<file path="config.mk">
export PLATFORM = sky130hd
export DESIGN_NAME = tss_cmd_fifo
export DESIGN_NICKNAME = d
export VERILOG_FILES = /design/src/rtl/tss_pkg.sv /design/src/rtl/tss_cmd_fifo.sv
export SDC_FILE = /design/constraint.sdc
export NUM_CORES = 1
export LEC_CHECK = 0
export ABC_AREA = 1
export BUFFER_PORTS_ARGS = -buffer_cell sky130_fd_sc_hd__buf_4
export CAP_MARGIN = 20
export CORE_MARGIN = 1.5
export CORE_UTILIZATION = 40
export CTS_BUF_LIST = sky130_fd_sc_hd__clkbuf_16
export CTS_CLUSTER_SIZE = 14
export DETAILED_ROUTE_END_ITERATION = 10
export GPL_TIMING_DRIVEN = 1
export PLACE_DENSITY_LB_ADDON = 0.3
export SLEW_MARGIN = 10
export SYNTH_ARGS = -nofsm -noshare
export SYNTH_HDL_FRONTEND = slang
export SYNTH_SLANG_ARGS = --single-unit
</file>
<file path="constraint.sdc">
create_clock -name clk -period 6.5 [get_ports clk]
set_clock_uncertainty 0.2 [all_clocks]
set_input_delay 0.65 -clock clk [delete_from_list [all_inputs] [get_ports clk]]
set_output_delay 0.65 -clock clk [all_outputs]
set_load 0.05 [all_outputs]
</file>
<file path="src/rtl/tss_pkg.sv">
package tss_pkg;
  localparam int METRIC_SLOTS = 16;
  localparam int DEMAND_SLOTS = 32;
  localparam int TICK_BITS = 32;
  localparam int MS_W = $clog2(METRIC_SLOTS);
  localparam int DS_W = $clog2(DEMAND_SLOTS);
  localparam int MAX_RES = 16;

  localparam logic [2:0] OP_ADD = 3'd0;
  localparam logic [2:0] OP_REMOVE = 3'd1;
  localparam logic [2:0] OP_REQUEST = 3'd2;
  localparam logic [2:0] OP_ADVANCE = 3'd3;
  localparam logic [2:0] OP_QUERY = 3'd4;

  localparam logic [1:0] ST_OK = 2'd0;
  localparam logic [1:0] ST_NOT_FOUND = 2'd1;
  localparam logic [1:0] ST_FULL = 2'd2;
  localparam logic [1:0] ST_BACKWARDS = 2'd3;

  localparam logic [1:0] REG_HIGH = 2'd0;
  localparam logic [1:0] REG_NORMAL = 2'd1;
  localparam logic [1:0] REG_LOW = 2'd2;

  localparam logic [TICK_BITS-1:0] TICK_MAX = '1;

  typedef struct packed {
    logic [2:0] op;
    logic [15:0] metric_key;
    logic [1:0] tier;
    logic [31:0] demand_handle;
    logic [31:0] now_tick;
  } cmd_t;

  typedef struct packed {
    logic [1:0] status;
    logic [31:0] new_demand;
    logic due_valid;
    logic [15:0] due_key;
    logic tracked;
    logic [1:0] eff_tier;
    logic periodic;
    logic [31:0] eff_interval;
    logic [31:0] due_tick;
    logic [5:0] demand_total;
    logic last;
  } res_t;

  function automatic logic [TICK_BITS-1:0] sat_add(input logic [TICK_BITS-1:0] a,
                                                   input logic [31:0] b);
    logic [TICK_BITS:0] s;
    logic [TICK_BITS:0] bx;
    bx = TICK_BITS >= 32 ? (TICK_BITS+1)'(b) : (TICK_BITS+1)'(b[TICK_BITS-1:0]);
    s = {1'b0, a} + bx;
    if (s[TICK_BITS] || (TICK_BITS < 32 && |(b >> TICK_BITS))) return TICK_MAX;
    return s[TICK_BITS-1:0];
  endfunction
endpackage

</file>
<file path="src/rtl/tss_cmd_fifo.sv">
module tss_cmd_fifo import tss_pkg::*; (
  input  logic clk,
  input  logic rst_n,
  input  logic in_valid,
  output logic in_ready,
  input  cmd_t in_cmd,
  output logic out_valid,
  input  logic out_ready,
  output cmd_t out_cmd
);
  cmd_t mem_r [2];
  logic wp_r, rp_r;
  logic [1:0] cnt_r;

  assign in_ready = cnt_r != 2'd2;
  assign out_valid = cnt_r != 2'd0;
  assign out_cmd = mem_r[rp_r];

  always_ff @(posedge clk) begin
    if (in_valid && in_ready) mem_r[wp_r] <= in_cmd;
  end

  always_ff @(posedge clk) begin
    if (!rst_n) begin
      wp_r <= 1'b0;
      rp_r <= 1'b0;
      cnt_r <= 2'd0;
    end else begin
      if (in_valid && in_ready) wp_r <= ~wp_r;
      if (out_valid && out_ready) rp_r <= ~rp_r;
      cnt_r <= cnt_r + 2'(in_valid && in_ready) - 2'(out_valid && out_ready);
    end
  end
endmodule

</file>
==> Word level (Yosys, flattened, before mapping) <==
Memory sizes are Yosys's and may differ from the RTL's. A register that Yosys moved wholly into a read port is not among the register bits.
Index checks and enable logic that the tools add are counted.
{ "word_totals": {"output_inout_bits": 87, "mem_count": 1, "register_bits": 4, "wordCells": 16, "inputBits": 89, "mem_bits_rw": 170} }
{ "classes": {"add_sub_neg": 2, "reduce_logical": 3, "mux": 4, "eq_ne": 1, "n_bitwise": 2} }
{ "mem_list": {"columns": ["name", "depth", "width", "rd", "rd_ports_with_merged_regs", "wr", "line", "rtl"], "rows": [
  ["mem_r", 2, 85, 1, 1, 1, "tss_cmd_fifo.sv:11", "cmd_t mem_r [2];"]
]} }
{ "op_table": {"columns": ["operator", "count"], "rows": [
  ["1-bit 2-to-1 mux", 4],
  ["2-bit by 1-bit adder with 2-bit output", 1],
  ["1-bit logical AND", 2],
  ["2-bit inequality test (second input constant)", 1],
  ["1-bit NOT", 2],
  ["2-bit nonzero test", 1],
  ["2-bit by 1-bit subtractor with 2-bit output", 1]
]} }

==> Depth between registers and ports, before layout <==
{ "logic_depth": {"ltp_word": 4, "depth_mapped": 11, "mapped_depth_nobuf": 11} }

==> Worst setup path after synthesis <==
No wires, ideal clock.
{ "synth_timing": {"path_type": "flip-flop to flip-flop", "from": "register cnt_r[0]", "to": "memory mem_r[0][0] in the netlist's numbering, enable pin", "slack_ps": 1294, "n_path_buf": 0, "t_arrival_ps": 4477, "path_stages_with_launch": 5, "setup_ps": 529, "synth_period_minus_slack_ps": 5206, "required_time_ps": 5771, "cell_sequence": "dfxtp_1 -> inv_1 -> nand2_1 -> nand2_1 -> nor2_1"} }
{ "synth_via": {"elab_chain_len": 4} }
{ "synth_rtl": {"columns": ["item", "line", "rtl"], "rows": [
  ["start: declaration", "tss_cmd_fifo.sv:13", "logic [1:0] cnt_r;"],
  ["start signal: assignment", "tss_cmd_fifo.sv:31", "cnt_r <= cnt_r + 2'(in_valid && in_ready) - 2'(out_valid && out_ready);"],
  ["2-bit inequality test", "tss_cmd_fifo.sv:15", "assign in_ready = cnt_r != 2'd2;"],
  ["via in_ready", "tss_cmd_fifo.sv:5", "output logic in_ready,"],
  ["1-bit logical AND", "tss_cmd_fifo.sv:20", "if (in_valid && in_ready) mem_r[wp_r] <= in_cmd;"],
  ["1-bit 2-to-1 mux", "tss_cmd_fifo.sv:20", null],
  ["1-bit 2-to-1 mux (not written as such)", "tss_cmd_fifo.sv:20", null],
  ["end: declaration", "tss_cmd_fifo.sv:11", null]
]} }
The timed path passes the listed nets, and every way through them passes these cells.

==> impl_metrics.yaml <==
synthesis:
  synth_area_leaders: "edfxtp_1 (80%), mux2_1 (8.8%), mux2_2 (6.2%)"
  synth_nets: 391
  ys_warn_count: 0
  netlist_area_um2: 6380
  ys_seq_area_share_pct: 81.6
  synth_cell_types: 13
  synth_top_area_share_pct: 80.0
  ys_seq_elements: 175
  synthCells: 300
  syn_avg_cell_area_um2: 21.3
  synth_top_area_cell: "edfxtp_1"
power_and_ir_drop:
  p_leak_nw: 3.20
  power_density_nw_per_um2: 440
  p_total_w: 0.00375
  ir_worst_vdd_v: 0.000240
min_path:
  min_from: "in_cmd[58]"
  min_path_cells: 1
  hp-class: "in2reg"
route:
  ant_nets: 0
  avgRoutedWirePerCell_um: 16.7
  drt-pass1-iter-count: 4
  route.vias.total: 3282
  vias_per_cell: 4.61
  drc: 0
  wirelength_um: 11900
  dr.first_iter.drc_count: 172
clocking:
  cts_buffers: 17
  clk_pin_slew_ns: 0.07
  cts.sinks: 175
  cts_resized: 0
  holdBufCountCts: 0
  h-tree-depth: 4
  cts_tree: "yes"
  cts_setup_buffers: 0
  clk_path_buf_depth: 2
  insertion_delay_ns: 0.41
  cts-root-buf: "clkbuf_16"
global_route:
  antenna_found_initial: 0
  grt-ovfl-total: 0
  grt_use_total_pct: 14.3
  grt_max_degree: 70
  grt_pass1_wl_um: 17500
  grt_pass1_vias: 3412
timing:
  max_slew.worst_pin.slew_ns: 0.942
  min_period_ns: 3.25
  holdWs_ns: 0.215
  fin_crit_sh_pct: 49.9
  slew_viol_final: 0
  slew_headroom_pct: 37.2
  setup_viol: 0
  max_freq_ghz: 0.308
  hold_viol_final: 0
  setup_tns_ns: 0
  rsz0062_at_grt: "no"
layout:
  stdcell_count: 712
  nets: 579
  final_common_cell: "buf_4"
  syn_to_final_growth_pct: 33.4
  regArea_um2: 5210
  final_util_pct: 55.4
  layout_common_cells: "buf_4 (178), edfxtp_1 (170), mux2_1 (50), mux2_2 (35), clkbuf_16 (17)"
  drive_gt1_share_pct: 49.1
  nFillCells: 1247
  antenna_cells: 0
  multi_input_area_um2: 1080
die:
  rows: 45
  coreArea_um2: 15400
  pin_count: 176
  die_w_um: 129
  die_area_um2: 16700
  initial_core_util_pct: 41.5
  die_h_um: 129
setup_path:
  critPathKind: "reg2out"
  end_kind: "output port"
  critPathRequiredTime_ns: 5.65
  regToRegStartpoint: "cnt_r[0]$_SDFF_PN0_"
  cp-start-kind: "register"
  worstPathMaxFanout: 49
  critical_path.cell_chain: "buf_4, mux2_1, buf_4"
  critical_path_arrival_ns: 2.40
  max_stage_delay_ns: 0.69
  r2r_cells: 5
  crit_slowest_cell: "dfxtp_4"
  worst_path_most_repeated_cell: "buf_4"
placement:
  gp_routability_congestion: 0.677
  dp_hpwl_um: 7740
  place_inst: 680
  portBuffers: 175
run_status:
  status: "finished clean"
flow_run:
  timing.max_cap.violations: 0
layer usage:
metal / part of all wire [%] / track usage (%)
met1: 42 / 17.0
met2: 47 / 23.2
met3: 9.0 / 5.53
met4: 1.8 / 6.35
met5: 0 / 0
area by class of cell:
type                    instances  area share (%)
well taps                     211            3.10
clock buffers                  17            5.00
multi-input cells             109            12.7
flip-flops and latches        175            61.2
inverters                       7           0.323
clock inverters                15            1.99
repair buffers                178            15.7
metrics by stage:
stage,setup slack [ns],cell area [um2]
6_report,3.25,8510
2_1_floorplan,1.29,6380
4_1_cts,3.19,8510
3_5_place_dp,3.64,7920
5_1_grt,3.13,8510
3_3_place_gp,3.66,7920
flip-flops by register name, indices dropped and copies added, names as in the netlist, named ones only:
| name | flops |
|---|---|
| cnt_r | 2 |
| mem_r | 170 |
| rp_r | 1 |
| wp_r | 1 |
final timing paths:
check | to | slack, ns
worst max-delay path | out_cmd[60] | 3.25
worst min register to register | register | 0.31
worst min-delay path | mem_r[1][58]$_DFFE_PP_ | 0.21
worst max register to register | mem_r[0][66]$_DFFE_PP_ | 3.94
worst max-delay path, delay by kind of cell (launching register included):
kind     cells  cell delay (ns)
flops        1             0.69
buf+inv      2             0.84
mux          1             0.42
synthesized netlist by cell type (all sizes together):
library cell,number
a21oi,2
buf,9
dfxtp,5
edfxtp,170
ha,2
inv,7
mux2,85
nand2,9
nand3,3
nor2,8
report_power, final:
group	switching [W]	internal, W	total (W)	leakage, nW
logic	0.000855	0.000387	0.00124	1.28
registers	0.0000644	0.00143	0.00150	1.63
clock network	0.000408	0.000603	0.00101	0.296
total	0.00133	0.00242	0.00375	3.20
cell families after synthesis:
logic type	after synthesis	share of synthesized area, %
AO/OA/AOI/OAI	2	0.157
adder cells (fa/ha/maj)	2	0.392
buffers and inverters	16	1.65
flip-flops	175	81.6
multiplexers	85	15.0
AND/OR/NAND/NOR	20	1.24
Power figures use the tool's default switching activity.
